### src/jfe_pkg.sv
`default_nettype none

package jfe_pkg;

    localparam logic [7:0] FLAG_BYTE = 8'h7e;
    localparam logic [7:0] ESC_BYTE  = 8'h7d;
    localparam logic [7:0] ESC_FLAG  = 8'h02;
    localparam logic [7:0] ESC_ESC   = 8'h01;

    localparam int unsigned STEP_W = 5;
    localparam logic [STEP_W-1:0] STEP_FLAG_OPEN = 5'd0;
    localparam logic [STEP_W-1:0] STEP_DATA      = 5'd17;

    typedef struct packed {
        logic        first_item;
        logic [15:0] message_id;
        logic [9:0]  body_length;
        logic [15:0] part_count;
        logic [15:0] part_number;
        logic        has_byte;
        logic [7:0]  data_byte;
        logic        last_item;
    } in_item_t;

    typedef struct packed {
        logic [7:0] out_byte;
        logic       run_last;
        logic       frame_end;
    } out_item_t;

    // byte source selected by a microinstruction
    typedef enum logic [4:0] {
        SRC_FLAG, SRC_ID_HI, SRC_ID_LO, SRC_PROP_HI, SRC_PROP_LO,
        SRC_TN5, SRC_TN4, SRC_TN3, SRC_TN2, SRC_TN1, SRC_TN0,
        SRC_SER_HI, SRC_SER_LO, SRC_PC_HI, SRC_PC_LO, SRC_PN_HI, SRC_PN_LO,
        SRC_DATA, SRC_CHECK
    } src_t;

    typedef enum logic {
        COND_ALWAYS,
        COND_HAS
    } cond_t;

    typedef enum logic [1:0] {
        JMP_NEXT,
        JMP_SINGLE,
        JMP_NOT_LAST,
        JMP_DONE
    } jmp_t;

    // when the byte of this step is the last one of the request
    typedef enum logic [2:0] {
        FIN_NO,
        FIN_YES,
        FIN_NO_TAIL,
        FIN_SINGLE_NO_TAIL,
        FIN_NO_LAST
    } fin_t;

    typedef struct packed {
        src_t  src;
        cond_t cond;
        logic  checked;
        logic  escaped;
        jmp_t  jmp;
        fin_t  fin;
        logic  frame_open;
        logic  frame_close;
        logic  inc_serial;
    } uword_t;

    typedef struct packed {
        logic valid;
        src_t src;
        logic checked;
        logic escaped;
        logic fin;
        logic frame_open;
        logic frame_close;
        logic inc_serial;
    } emit_t;

    // control store
    function automatic uword_t ucode(input logic [STEP_W-1:0] step);
        uword_t w;
        w = '{SRC_FLAG, COND_ALWAYS, 1'b0, 1'b0, JMP_DONE, FIN_NO, 1'b0, 1'b0, 1'b0};
        case (step)
            5'd0:  w = '{SRC_FLAG,    COND_ALWAYS, 1'b0, 1'b0, JMP_NEXT, FIN_NO,
                         1'b1, 1'b0, 1'b0};
            5'd1:  w = '{SRC_ID_HI,   COND_ALWAYS, 1'b1, 1'b1, JMP_NEXT, FIN_NO,
                         1'b0, 1'b0, 1'b0};
            5'd2:  w = '{SRC_ID_LO,   COND_ALWAYS, 1'b1, 1'b1, JMP_NEXT, FIN_NO,
                         1'b0, 1'b0, 1'b0};
            5'd3:  w = '{SRC_PROP_HI, COND_ALWAYS, 1'b1, 1'b1, JMP_NEXT, FIN_NO,
                         1'b0, 1'b0, 1'b0};
            5'd4:  w = '{SRC_PROP_LO, COND_ALWAYS, 1'b1, 1'b1, JMP_NEXT, FIN_NO,
                         1'b0, 1'b0, 1'b0};
            5'd5:  w = '{SRC_TN5,     COND_ALWAYS, 1'b1, 1'b1, JMP_NEXT, FIN_NO,
                         1'b0, 1'b0, 1'b0};
            5'd6:  w = '{SRC_TN4,     COND_ALWAYS, 1'b1, 1'b1, JMP_NEXT, FIN_NO,
                         1'b0, 1'b0, 1'b0};
            5'd7:  w = '{SRC_TN3,     COND_ALWAYS, 1'b1, 1'b1, JMP_NEXT, FIN_NO,
                         1'b0, 1'b0, 1'b0};
            5'd8:  w = '{SRC_TN2,     COND_ALWAYS, 1'b1, 1'b1, JMP_NEXT, FIN_NO,
                         1'b0, 1'b0, 1'b0};
            5'd9:  w = '{SRC_TN1,     COND_ALWAYS, 1'b1, 1'b1, JMP_NEXT, FIN_NO,
                         1'b0, 1'b0, 1'b0};
            5'd10: w = '{SRC_TN0,     COND_ALWAYS, 1'b1, 1'b1, JMP_NEXT, FIN_NO,
                         1'b0, 1'b0, 1'b0};
            5'd11: w = '{SRC_SER_HI,  COND_ALWAYS, 1'b1, 1'b1, JMP_NEXT, FIN_NO,
                         1'b0, 1'b0, 1'b0};
            5'd12: w = '{SRC_SER_LO,  COND_ALWAYS, 1'b1, 1'b1, JMP_SINGLE,
                         FIN_SINGLE_NO_TAIL, 1'b0, 1'b0, 1'b1};
            5'd13: w = '{SRC_PC_HI,   COND_ALWAYS, 1'b1, 1'b1, JMP_NEXT, FIN_NO,
                         1'b0, 1'b0, 1'b0};
            5'd14: w = '{SRC_PC_LO,   COND_ALWAYS, 1'b1, 1'b1, JMP_NEXT, FIN_NO,
                         1'b0, 1'b0, 1'b0};
            5'd15: w = '{SRC_PN_HI,   COND_ALWAYS, 1'b1, 1'b1, JMP_NEXT, FIN_NO,
                         1'b0, 1'b0, 1'b0};
            5'd16: w = '{SRC_PN_LO,   COND_ALWAYS, 1'b1, 1'b1, JMP_NEXT, FIN_NO_TAIL,
                         1'b0, 1'b0, 1'b0};
            5'd17: w = '{SRC_DATA,    COND_HAS,    1'b1, 1'b1, JMP_NOT_LAST, FIN_NO_LAST,
                         1'b0, 1'b0, 1'b0};
            5'd18: w = '{SRC_CHECK,   COND_ALWAYS, 1'b0, 1'b1, JMP_NEXT, FIN_NO,
                         1'b0, 1'b0, 1'b0};
            5'd19: w = '{SRC_FLAG,    COND_ALWAYS, 1'b0, 1'b0, JMP_DONE, FIN_YES,
                         1'b0, 1'b1, 1'b0};
            default: w = '{SRC_FLAG, COND_ALWAYS, 1'b0, 1'b0, JMP_DONE, FIN_NO,
                           1'b0, 1'b0, 1'b0};
        endcase
        return w;
    endfunction

endpackage

`default_nettype wire

### src/jtt808_frame_encoder.sv
`default_nettype none

// Message framer: flag, escaped header, escaped body, escaped XOR check, flag.
// Channels: in (valid/ready, in_item_t), one request per body byte; a request
// with first_item opens a frame and produces the flag and header first.
// cfg (valid/ready, always ready) loads the 48-bit terminal number; write it
// only while the framer is idle. out (valid/ready, out_item_t) gives one
// byte per transfer, run_last marking the final byte of each request and
// frame_end the closing flag.
// A microprogram of 20 steps emits one unescaped byte per cycle while the
// receiver keeps up; an escaped byte holds the sequencer until its second
// byte has moved to the output register. A plain body request is accepted
// and runs one step; a header request runs 14 steps (18 with part fields),
// counting its body step, and a closing request adds 2 steps.
// The first byte appears in the cycle after its step. A request is accepted
// only when the sequencer has finished the previous one.
// When the receiver stalls, the output register and one escape holding
// register fill and the sequencer waits on its current step.
// Reset clears the serial counter, check byte, frame state, terminal number
// and empties the output.
module jtt808_frame_encoder (
    input  wire logic               clk,
    input  wire logic               rst_n,
    input  wire logic               in_valid,
    output logic                    in_ready,
    input  wire jfe_pkg::in_item_t  in_data,
    input  wire logic               cfg_valid,
    output logic                    cfg_ready,
    input  wire logic [47:0]        cfg_data,
    output logic                    out_valid,
    input  wire logic               out_ready,
    output jfe_pkg::out_item_t      out_data
);

    logic [47:0]       terminal_reg, terminal_next;
    jfe_pkg::emit_t    emit;
    jfe_pkg::in_item_t item;
    logic              emit_ready;

    assign cfg_ready     = 1'b1;
    assign terminal_next = (cfg_valid && cfg_ready) ? cfg_data : terminal_reg;

    always_ff @(posedge clk or negedge rst_n)
    begin
        if (!rst_n)
            terminal_reg <= '0;
        else
            terminal_reg <= terminal_next;
    end

    jfe_sequencer u_seq (
        .clk        (clk),
        .rst_n      (rst_n),
        .in_valid   (in_valid),
        .in_ready   (in_ready),
        .in_data    (in_data),
        .emit_ready (emit_ready),
        .emit       (emit),
        .item       (item)
    );

    jfe_datapath u_dp (
        .clk        (clk),
        .rst_n      (rst_n),
        .emit       (emit),
        .item       (item),
        .terminal   (terminal_reg),
        .emit_ready (emit_ready),
        .out_valid  (out_valid),
        .out_ready  (out_ready),
        .out_data   (out_data)
    );

endmodule

`default_nettype wire

### src/jfe_sequencer.sv
`default_nettype none

module jfe_sequencer (
    input  wire logic              clk,
    input  wire logic              rst_n,
    input  wire logic              in_valid,
    output logic                   in_ready,
    input  wire jfe_pkg::in_item_t in_data,
    input  wire logic              emit_ready,
    output jfe_pkg::emit_t         emit,
    output jfe_pkg::in_item_t      item
);

    logic                           busy_reg, busy_next;
    logic [jfe_pkg::STEP_W-1:0]     step_reg, step_next;
    logic                           in_frame_reg, in_frame_next;
    jfe_pkg::in_item_t              item_reg, item_next;
    jfe_pkg::uword_t                word;
    logic                           cond_ok;
    logic                           single;
    logic                           no_tail;
    logic                           fin;
    logic                           advance;
    logic                           accept;

    assign word     = jfe_pkg::ucode(step_reg);
    assign in_ready = !busy_reg;
    assign accept   = in_valid && in_ready;
    assign single   = !(item_reg.part_count > 16'd1);
    assign no_tail  = !item_reg.has_byte && !item_reg.last_item;
    assign cond_ok  = (word.cond == jfe_pkg::COND_ALWAYS) || item_reg.has_byte;
    assign advance  = busy_reg && (!cond_ok || emit_ready);
    assign item     = item_reg;

    always_comb
    begin
        case (word.fin)
            jfe_pkg::FIN_NO:             fin = 1'b0;
            jfe_pkg::FIN_YES:            fin = 1'b1;
            jfe_pkg::FIN_NO_TAIL:        fin = no_tail;
            jfe_pkg::FIN_SINGLE_NO_TAIL: fin = single && no_tail;
            jfe_pkg::FIN_NO_LAST:        fin = !item_reg.last_item;
            default:                     fin = 1'b0;
        endcase
        emit.valid       = busy_reg && cond_ok;
        emit.src         = word.src;
        emit.checked     = word.checked;
        emit.escaped     = word.escaped;
        emit.fin         = fin;
        emit.frame_open  = word.frame_open;
        emit.frame_close = word.frame_close;
        emit.inc_serial  = word.inc_serial;
    end

    always_comb
    begin
        busy_next     = busy_reg;
        step_next     = step_reg;
        in_frame_next = in_frame_reg;
        item_next     = item_reg;
        if (accept)
        begin
            item_next = in_data;
            if (in_data.first_item)
            begin
                busy_next = 1'b1;
                step_next = jfe_pkg::STEP_FLAG_OPEN;
            end
            else if (in_frame_reg)
            begin
                busy_next = 1'b1;
                step_next = jfe_pkg::STEP_DATA;
            end
        end
        else if (advance)
        begin
            if (cond_ok && word.frame_open)
                in_frame_next = 1'b1;
            if (cond_ok && word.frame_close)
                in_frame_next = 1'b0;
            case (word.jmp)
                jfe_pkg::JMP_NEXT:
                    step_next = step_reg + 5'd1;
                jfe_pkg::JMP_SINGLE:
                    step_next = single ? jfe_pkg::STEP_DATA : step_reg + 5'd1;
                jfe_pkg::JMP_NOT_LAST:
                begin
                    if (item_reg.last_item)
                        step_next = step_reg + 5'd1;
                    else
                        busy_next = 1'b0;
                end
                jfe_pkg::JMP_DONE:
                    busy_next = 1'b0;
                default:
                    busy_next = 1'b0;
            endcase
        end
    end

    always_ff @(posedge clk or negedge rst_n)
    begin
        if (!rst_n)
        begin
            busy_reg     <= 1'b0;
            step_reg     <= '0;
            in_frame_reg <= 1'b0;
        end
        else
        begin
            busy_reg     <= busy_next;
            step_reg     <= step_next;
            in_frame_reg <= in_frame_next;
        end
    end

    always_ff @(posedge clk)
    begin
        item_reg <= item_next;
    end

    // a non-opening request outside a frame produces nothing
    assert property (@(posedge clk) disable iff (!rst_n)
        (accept && !in_data.first_item && !in_frame_reg) |=> !busy_reg)
        else $error("stray request started the sequencer");

endmodule

`default_nettype wire

### src/jfe_datapath.sv
`default_nettype none

module jfe_datapath (
    input  wire logic              clk,
    input  wire logic              rst_n,
    input  wire jfe_pkg::emit_t    emit,
    input  wire jfe_pkg::in_item_t item,
    input  wire logic [47:0]       terminal,
    output logic                   emit_ready,
    output logic                   out_valid,
    input  wire logic              out_ready,
    output jfe_pkg::out_item_t     out_data
);

    logic [15:0]        serial_reg, serial_next;
    logic [7:0]         check_reg, check_next;
    logic               out_valid_reg, out_valid_next;
    jfe_pkg::out_item_t out_data_reg, out_data_next;
    logic               pend_valid_reg, pend_valid_next;
    jfe_pkg::out_item_t pend_data_reg, pend_data_next;
    logic [15:0]        prop;
    logic [7:0]         raw;
    logic               esc_hit;
    logic               take;
    logic               out_free;

    assign prop = {2'b00, (item.part_count > 16'd1), 3'b000, item.body_length};

    always_comb
    begin
        case (emit.src)
            jfe_pkg::SRC_FLAG:    raw = jfe_pkg::FLAG_BYTE;
            jfe_pkg::SRC_ID_HI:   raw = item.message_id[15:8];
            jfe_pkg::SRC_ID_LO:   raw = item.message_id[7:0];
            jfe_pkg::SRC_PROP_HI: raw = prop[15:8];
            jfe_pkg::SRC_PROP_LO: raw = prop[7:0];
            jfe_pkg::SRC_TN5:     raw = terminal[47:40];
            jfe_pkg::SRC_TN4:     raw = terminal[39:32];
            jfe_pkg::SRC_TN3:     raw = terminal[31:24];
            jfe_pkg::SRC_TN2:     raw = terminal[23:16];
            jfe_pkg::SRC_TN1:     raw = terminal[15:8];
            jfe_pkg::SRC_TN0:     raw = terminal[7:0];
            jfe_pkg::SRC_SER_HI:  raw = serial_reg[15:8];
            jfe_pkg::SRC_SER_LO:  raw = serial_reg[7:0];
            jfe_pkg::SRC_PC_HI:   raw = item.part_count[15:8];
            jfe_pkg::SRC_PC_LO:   raw = item.part_count[7:0];
            jfe_pkg::SRC_PN_HI:   raw = item.part_number[15:8];
            jfe_pkg::SRC_PN_LO:   raw = item.part_number[7:0];
            jfe_pkg::SRC_DATA:    raw = item.data_byte;
            jfe_pkg::SRC_CHECK:   raw = check_reg;
            default:              raw = jfe_pkg::FLAG_BYTE;
        endcase
    end

    assign esc_hit    = emit.escaped && (raw inside {jfe_pkg::FLAG_BYTE, jfe_pkg::ESC_BYTE});
    assign out_free   = !out_valid_reg || out_ready;
    assign emit_ready = !pend_valid_reg && out_free;
    assign take       = emit.valid && emit_ready;

    always_comb
    begin
        out_valid_next  = out_valid_reg;
        out_data_next   = out_data_reg;
        pend_valid_next = pend_valid_reg;
        pend_data_next  = pend_data_reg;
        serial_next     = serial_reg;
        check_next      = check_reg;
        if (take)
        begin
            out_valid_next = 1'b1;
            if (esc_hit)
            begin
                // send the escape now, hold the second byte
                out_data_next   = '{jfe_pkg::ESC_BYTE, 1'b0, 1'b0};
                pend_valid_next = 1'b1;
                pend_data_next  = '{(raw == jfe_pkg::FLAG_BYTE) ? jfe_pkg::ESC_FLAG
                                                                 : jfe_pkg::ESC_ESC,
                                    emit.fin, 1'b0};
            end
            else
            begin
                out_data_next = '{raw, emit.fin, emit.frame_close};
            end
            if (emit.frame_open || emit.frame_close)
                check_next = '0;
            else if (emit.checked)
                check_next = check_reg ^ raw;
            if (emit.inc_serial)
                serial_next = serial_reg + 16'd1;
        end
        else if (pend_valid_reg && out_free)
        begin
            out_valid_next  = 1'b1;
            out_data_next   = pend_data_reg;
            pend_valid_next = 1'b0;
        end
        else if (out_ready)
        begin
            out_valid_next = 1'b0;
        end
    end

    always_ff @(posedge clk or negedge rst_n)
    begin
        if (!rst_n)
        begin
            serial_reg     <= '0;
            check_reg      <= '0;
            out_valid_reg  <= 1'b0;
            pend_valid_reg <= 1'b0;
        end
        else
        begin
            serial_reg     <= serial_next;
            check_reg      <= check_next;
            out_valid_reg  <= out_valid_next;
            pend_valid_reg <= pend_valid_next;
        end
    end

    always_ff @(posedge clk)
    begin
        out_data_reg  <= out_data_next;
        pend_data_reg <= pend_data_next;
    end

    assign out_valid = out_valid_reg;
    assign out_data  = out_data_reg;

    assert property (@(posedge clk) disable iff (!rst_n)
        pend_valid_reg |-> (out_valid_reg && out_data_reg.out_byte == jfe_pkg::ESC_BYTE))
        else $error("escaped byte pending without its escape in the output register");

    assert property (@(posedge clk) disable iff (!rst_n)
        (out_valid_reg && out_data_reg.frame_end) |-> out_data_reg.run_last)
        else $error("closing flag not marked as last of its request");

    assert property (@(posedge clk) disable iff (!rst_n)
        (take && emit.inc_serial) |=> (serial_reg == $past(serial_reg) + 16'd1))
        else $error("serial counter did not advance after the header");

endmodule

`default_nettype wire

### config.mk
export PLATFORM = sky130hd
export DESIGN_NAME = jtt808_frame_encoder
export DESIGN_NICKNAME = d
export VERILOG_FILES = /design/src/jfe_pkg.sv /design/src/jtt808_frame_encoder.sv /design/src/jfe_sequencer.sv /design/src/jfe_datapath.sv
export SDC_FILE = /design/constraint.sdc
export NUM_CORES = 1
export LEC_CHECK = 0
export ABC_AREA = 0
export CORE_UTILIZATION = 33
export DETAILED_ROUTE_END_ITERATION = 8
export DONT_BUFFER_PORTS = 1
export REMOVE_ABC_BUFFERS = 1
export SETUP_SLACK_MARGIN = 0.1
export SLEW_MARGIN = 20
export SYNTH_ARGS = -nofsm -noshare
export SYNTH_HDL_FRONTEND = slang
export SYNTH_SLANG_ARGS = --single-unit
export TNS_END_PERCENT = 1
### constraint.sdc
create_clock -name clk -period 3.6 [get_ports clk]
set_input_delay 0.18 -clock clk [delete_from_list [all_inputs] [get_ports clk]]
set_output_delay 0.18 -clock clk [all_outputs]
set_load 0.05 [all_outputs]
[After elaboration in Yosys (flattened, before gate mapping)]
Memory sizes are Yosys's and may differ from the RTL's.
Index checks and enable logic that the tools add are counted.
Storage, ports and cells
  output and inout bits: 13
  input bits: 122
  memories kept: 1
  word-level logic and storage cells: 125
  ROM bits: 512
  register bits: 168
Memories
  (name not given): words 32, bits a word 16, read ports 1, clocked after Yosys merged registers in 0, write ports 0, RTL line jfe_pkg.sv:87  | case (step)
Cells by class
  equal/unequal tests: 31
  bitwise operators: 3
  multiplexer cells: 29
  reduce and logical (&&, ||, !) cells: 38
  $lt $le $gt $ge: 1
  add/subtract/negate cells: 2
Operators with widths (count)
  case mux 8 bit (18 select lines): 1
  == test 5 x 4 -> 1 bit, second input constant: 8
  2-to-1 mux 10 bit: 3
  2-to-1 mux 5 bit: 6
  == test 5 x 3 -> 1 bit, second input constant: 4
  adder 16 x 1 -> 16 bit, second input constant: 1
  == test 8 x 7 -> 1 bit, second input constant: 2
  > comparator 16 x 1 -> 1 bit, second input constant: 1
  2-to-1 mux 8 bit: 2
  == test 5 bit, second input constant: 3
  case mux 5 bit (3 select lines): 1
  2-to-1 mux 1 bit: 13
  logical AND 1 bit: 11
  == test 5 x 2 -> 1 bit, second input constant: 2
  nonzero test 2 bit: 5
  AND reduction 2 bit: 4
  AND reduction 4 bit: 2
  bitwise XOR 8 bit: 1
  zero test 1 bit: 7
  == test 3 x 2 -> 1 bit, second input constant: 2
  nonzero test 3 bit: 2
  adder 5 x 1 -> 5 bit, second input constant: 1
  == test 5 x 1 -> 1 bit, second input constant: 1
  == test 2 bit, second input constant: 2
  other kinds (15): 19

[Depth between registers and ports, before layout]
An unclocked memory read counts as a cell.
  depth after elaboration: 8
  depth in mapped cells: 15
  depth with buffers taken out: 10

[Cells and area by module]
A second synthesis with hierarchy kept.
Unflattened totals
  cells, all modules: 649
  area total of the unflattened synthesis: 8111.5 um^2
Modules (own cells, without submodules)
  jfe_datapath: cells an instance 380, area an instance 3398.3 um^2, instances 1, sequential area each 1041.0 um^2
  jfe_sequencer: cells an instance 166, area an instance 2841.5 um^2, instances 1, sequential area each 2247.2 um^2
  jtt808_frame_encoder: cells an instance 103, area an instance 1871.8 um^2, instances 1, sequential area each 1201.2 um^2

[Worst setup path after synthesis]
Ideal clock, no wire load.
  kind: reg2reg
  start point: register u_seq.step_reg[2] (netlist bit)
  end point: register u_dp.pend_data_reg[1] (netlist bit) (enable)
  setup slack: 0.184 ns
  setup time: 0.345 ns
  data arrival time: 3.071 ns
  stages on the path, launching flop included: 16
  required time: 3.255 ns
  cells stage by stage: dfrtp_1 > buf_4 > buf_6 > buf_4 > inv_1 > ha_1 > buf_2 > and3b_1 > buf_2 > buf_4 > nand3_1 > nand4_1 > o31ai_2 > o311ai_1 > or4b_4 > nor3_1
On the way
  cells in the longest elaborated chain, start to end: 7
  elaborated cells on any way between the ends: 29
  classes of those cells: 20 x eq/ne; 1 x mux; 1 x bitwise; 6 x reduce/logical; 1 x memory
RTL lines
  start, declared: RTL line jfe_sequencer.sv:15  | logic [jfe_pkg::STEP_W-1:0] step_reg, step_next;
  start signal, assigned: RTL line jfe_sequencer.sv:112  | step_reg <= step_next;
  memory (32 x 16 bit) *
  == test 5 bit, or another cell as far along: RTL line jfe_datapath.sv:31  | case (emit.src)
  case mux 8 bit (18 select lines): RTL line jfe_datapath.sv:31
  == test 8 x 7 -> 1 bit: RTL line jfe_datapath.sv:55  | assign esc_hit = emit.escaped && (raw inside {jfe_pkg::FLAG_BYTE, jfe_pkg::ESC_BYTE});
  nonzero test 2 bit: RTL line jfe_datapath.sv:55
  logical AND 1 bit: RTL line jfe_datapath.sv:55
  AND reduction 2 bit (no source line) *
  end signal, assigned: RTL line jfe_datapath.sv:124  | pend_data_reg <= pend_data_next;
  end, declared: RTL line jfe_datapath.sv:20  | jfe_pkg::out_item_t pend_data_reg, pend_data_next;
Every way passes the cells marked *; elsewhere a longest branch is shown, timed or not.
A chain may end at the register's enable or synchronous reset.

[Final worst setup path]
  start point: register u_seq.step_reg[1] (netlist bit)
  end point: register u_dp.pend_data_reg[2] (netlist bit) (data pin)
On the way
  cells in the longest elaborated chain, start to end: 5
  elaborated cells on any way between the ends: 22
  classes of those cells: 19 x eq/ne; 2 x mux; 1 x memory
RTL lines
  memory (32 x 16 bit) *
  == test 5 bit, or another cell as far along: RTL line jfe_datapath.sv:31
  case mux 8 bit (18 select lines) *: RTL line jfe_datapath.sv:31
  == test 8 x 7 -> 1 bit *: RTL line jfe_datapath.sv:76  | pend_data_next = '{(raw == jfe_pkg::FLAG_BYTE) ? jfe_pkg::ESC_FLAG
  2-to-1 mux 2 bit *: RTL line jfe_datapath.sv:76
Marked as above.

==> flow_summary_export.csv <==
group,metric,value,unit
worst_setup_path,cp-end-kind,"register",
layout,area_delta_synth_final,36.2,%
pwr,total_power,8.42,mW
pwr,p_sw,3.43,mW
place,port_buffers,0,
timing,tightest_slew,961,ps
yosys,synth_warnings,0,
timing,skew,13.3,ps
detailed_routing,first_pass_iters,5,
pwr,seq_power_share,33.2,%
place,place.gp.congestion,0.946,
detailed_routing,drc,0,
pwr,switching_share,40.8,%
clock_network,cts_buffer_depth,2,
worst_setup_path,r2r_start,"u_seq.step_reg[1]",
worst_hold_path,holdCritStartpoint,"out_ready",
grt,grt_max_degree,82,
grt,grt-ovfl-total,0,
worst_setup_path,r2r_slack,210,ps
yosys,ys_types,85,
pwr,clock_power_share,21.1,%
clock_network,postCtsSetupRepairBufs,0,
detailed_routing,wl,25600,um
detailed_routing,wl_per_cell,21.8,um
layout,final_cell_mix,"dlygate4sd3_1 (167), dfrtp_1 (81), edfxtp_1 (81), mux2_2 (60), buf_4 (49)",
worst_setup_path,r2r_cells,9,
yosys,synth_top_cell_by_area,"edfxtp_1",
timing,period_share,94.1,%
timing,slew_headroom,36.0,%
timing,drv_slew,0,
floorplan,ios,135,
worst_setup_path,cp-start-kind,"register",
grt,grt_pass1_wl,39400,um
grt,grt_use_total,21.8,%
place,place_inst,976,
floorplan,num_rows,56,
clock_network,cts_buffers,17,
worst_setup_path,worst_r2r_endpoint,"u_dp.pend_data_reg[2]",
pwr,power_leakage,4.13,nW
worst_setup_path,crit_fanout,18,
worst_hold_path,hold_class,"primary input to register",
yosys,synth_top_area_share,30.5,%
layout,final_common_cell,"dlygate4sd3_1",
grt,grt_pass1_vias,6511,
yosys,synthArstFlopShare,50.0,%
floorplan,core_area,23600,um2
pwr,internal_power,4.98,mW
detailed_routing,vias_per_cell,5.36,
yosys,synth-seq-cells,162,
floorplan,die_w,157,um
layout,largest_reg_flops,68,
worst_hold_path,holdPathStages,2,
layout,final_cells,1176,
worst_setup_path,crit_type,"register to register",
pwr,vdd_drop_max,0.519,mV
clock_network,htree_num_levels,4,
timing,setup_viol,0,
status,status,"finished, final reports clean",
yosys,synth_area,7980,um2
worst_setup_path,crit_required,3780,ps
timing,finalHoldViolations,0,
layout,final_cell_area,10900,um2
yosys,synthTopCellsByArea,"edfxtp_1 (30%), dfrtp_1 (25%), mux2_2 (8.5%), mux2i_1 (1.9%), a21oi_1 (1.6%)",
grt,antenna_found_initial,0,
clock_network,cts_tree,"done",
clock_network,root_buffer,"clkbuf_16",
layout,drive_above_1_share,19.5,%
worst_hold_path,whs_endpoint,"u_dp.pend_valid_reg",
pwr,powerDensity,775,nW/um2
pwr,p_comb_share,45.6,%
detailed_routing,num_vias,6307,
clock_network,clkSlewWorstSetupHoldPaths,70,ps
clock_network,insertion_delay,440,ps
worst_setup_path,arrival,3570,ps
timing,period_minus_slack,3390,ps
layout,layout.nets,973,
detailed_routing,drt_iter0_markers,518,
layout,n_antenna_cell,0,
job,drv_cap,0,
timing,fin_setup_tns,0,ps
timing,timing.fmax,295,MHz
place,dpl_cell_area,8580,um2
floorplan,die_area,24800,um2
clock_network,clock_sinks,162,
yosys,syn_inst,642,
place,dp_hpwl,17500,um
detailed_routing,ant_nets,0,
floorplan,die_h,157,um
yosys,ys.flop_type,"edfxtp_1",
floorplan,start_util,33.8,%
yosys,synth_edf_count,81,
yosys,syn_avg_cell_area,12.4,um2
timing,grt_setup_unrepaired,"no",
yosys,yosysSeqAreaShare,55.9,%
## layer usage
metal	up-vias	routed length [um]	global-route usage [%]
li1	2885	-	-
met1	3157	11600	29.1
met2	232	12200	34.7
met3	33	1340	4.54
met4	0	550	7.86
met5	-	0	0
## worst max path at each step
stage | start | end | slack, ps | cells past startpoint
after floorplan | u_seq.step_reg[2] | u_dp.pend_data_reg[1] | -180 | 8
after global placement | u_seq.step_reg[1] | u_dp.pend_data_reg[1] | 150 | 9
after detailed placement | u_seq.step_reg[1] | u_dp.pend_data_reg[2] | 100 | 9
after CTS | u_seq.step_reg[1] | u_dp.pend_data_reg[2] | 150 | 9
after global routing | u_seq.step_reg[0] | u_dp.pend_data_reg[2] | 100 | 11
final | u_seq.step_reg[1] | u_dp.pend_data_reg[2] | 210 | 9
## what timing repair did
item / CTS / global route
endpoints found under the setup margin: 3 / 5
endpoints found under the hold margin: 200 / 0
gates cloned: 0 / 0
resized for setup: 1 / 4
hold buffers: 168 / 0
## final cells by class
type / count / area [um2]
flip-flops and latches: 162 / 4460
clock buffers: 19 / 443
multi-input cells: 432 / 3250
inverters: 10 / 37.5
fillers: 2172 / 12800
clock inverters: 13 / 128
well taps: 319 / 399
repair buffers: 221 / 2150
## metrics by stage
step | setup slack, ps | utilization [%] | hold WS [ps]
2_1_floorplan | -176 | - | -116
3_3_place_gp | 153 | 36.3 | -112
3_5_place_dp | 101 | 36.3 | -113
4_1_cts | 154 | 46.0 | 1.24
5_1_grt | 103 | 46.0 | 21.9
6_report | 211 | 46.0 | 7.03
## worst max-delay path, stage by stage, from the launching register on
cell and delay (ps):
dfrtp_1 410, buf_4 230, ha_2 250, and4bb_2 260, nor2_4 210, mux2i_1 340
o221a_2 290, o311ai_1 150, or4b_4 590, or3_1 390
## synth_stat cells (all sizes together) (7+ instances only)
cell type,instances
edfxtp,81
buf,27
dfrtp,81
mux2i,15
a31oi,12
a32oi,7
nand4,11
ha,7
o21ai,23
nand2,35
clkbuf,11
nor2b,9
nand3b,7
a21oi,26
nand3,23
xnor2,13
a22oi,8
and3b,8
inv,9
mux2,61
and3,7
nor3,9
nand2b,9
nor2,29
nor3b,7
## logic make-up after synthesis
group           synth area share (%)
other cells                   0.0470
compound gates                  13.6
mux                             10.5
buf+inv                         3.56
fa+ha+maj                       1.10
simple gates                    13.2
xor+xnor                        2.09
flops                           55.9
## power by group through the flow
stage	sequential, mW	combinational, mW	clock, mW
2_1_floorplan	2.87	2.01	0
3_3_place_gp	2.83	3.50	0
3_5_place_dp	2.83	3.52	0
4_1_cts	2.80	3.75	1.80
5_1_grt	2.83	4.11	1.88
6_report	2.80	3.84	1.78
No activity file was read; power rests on OpenSTA's default activity.
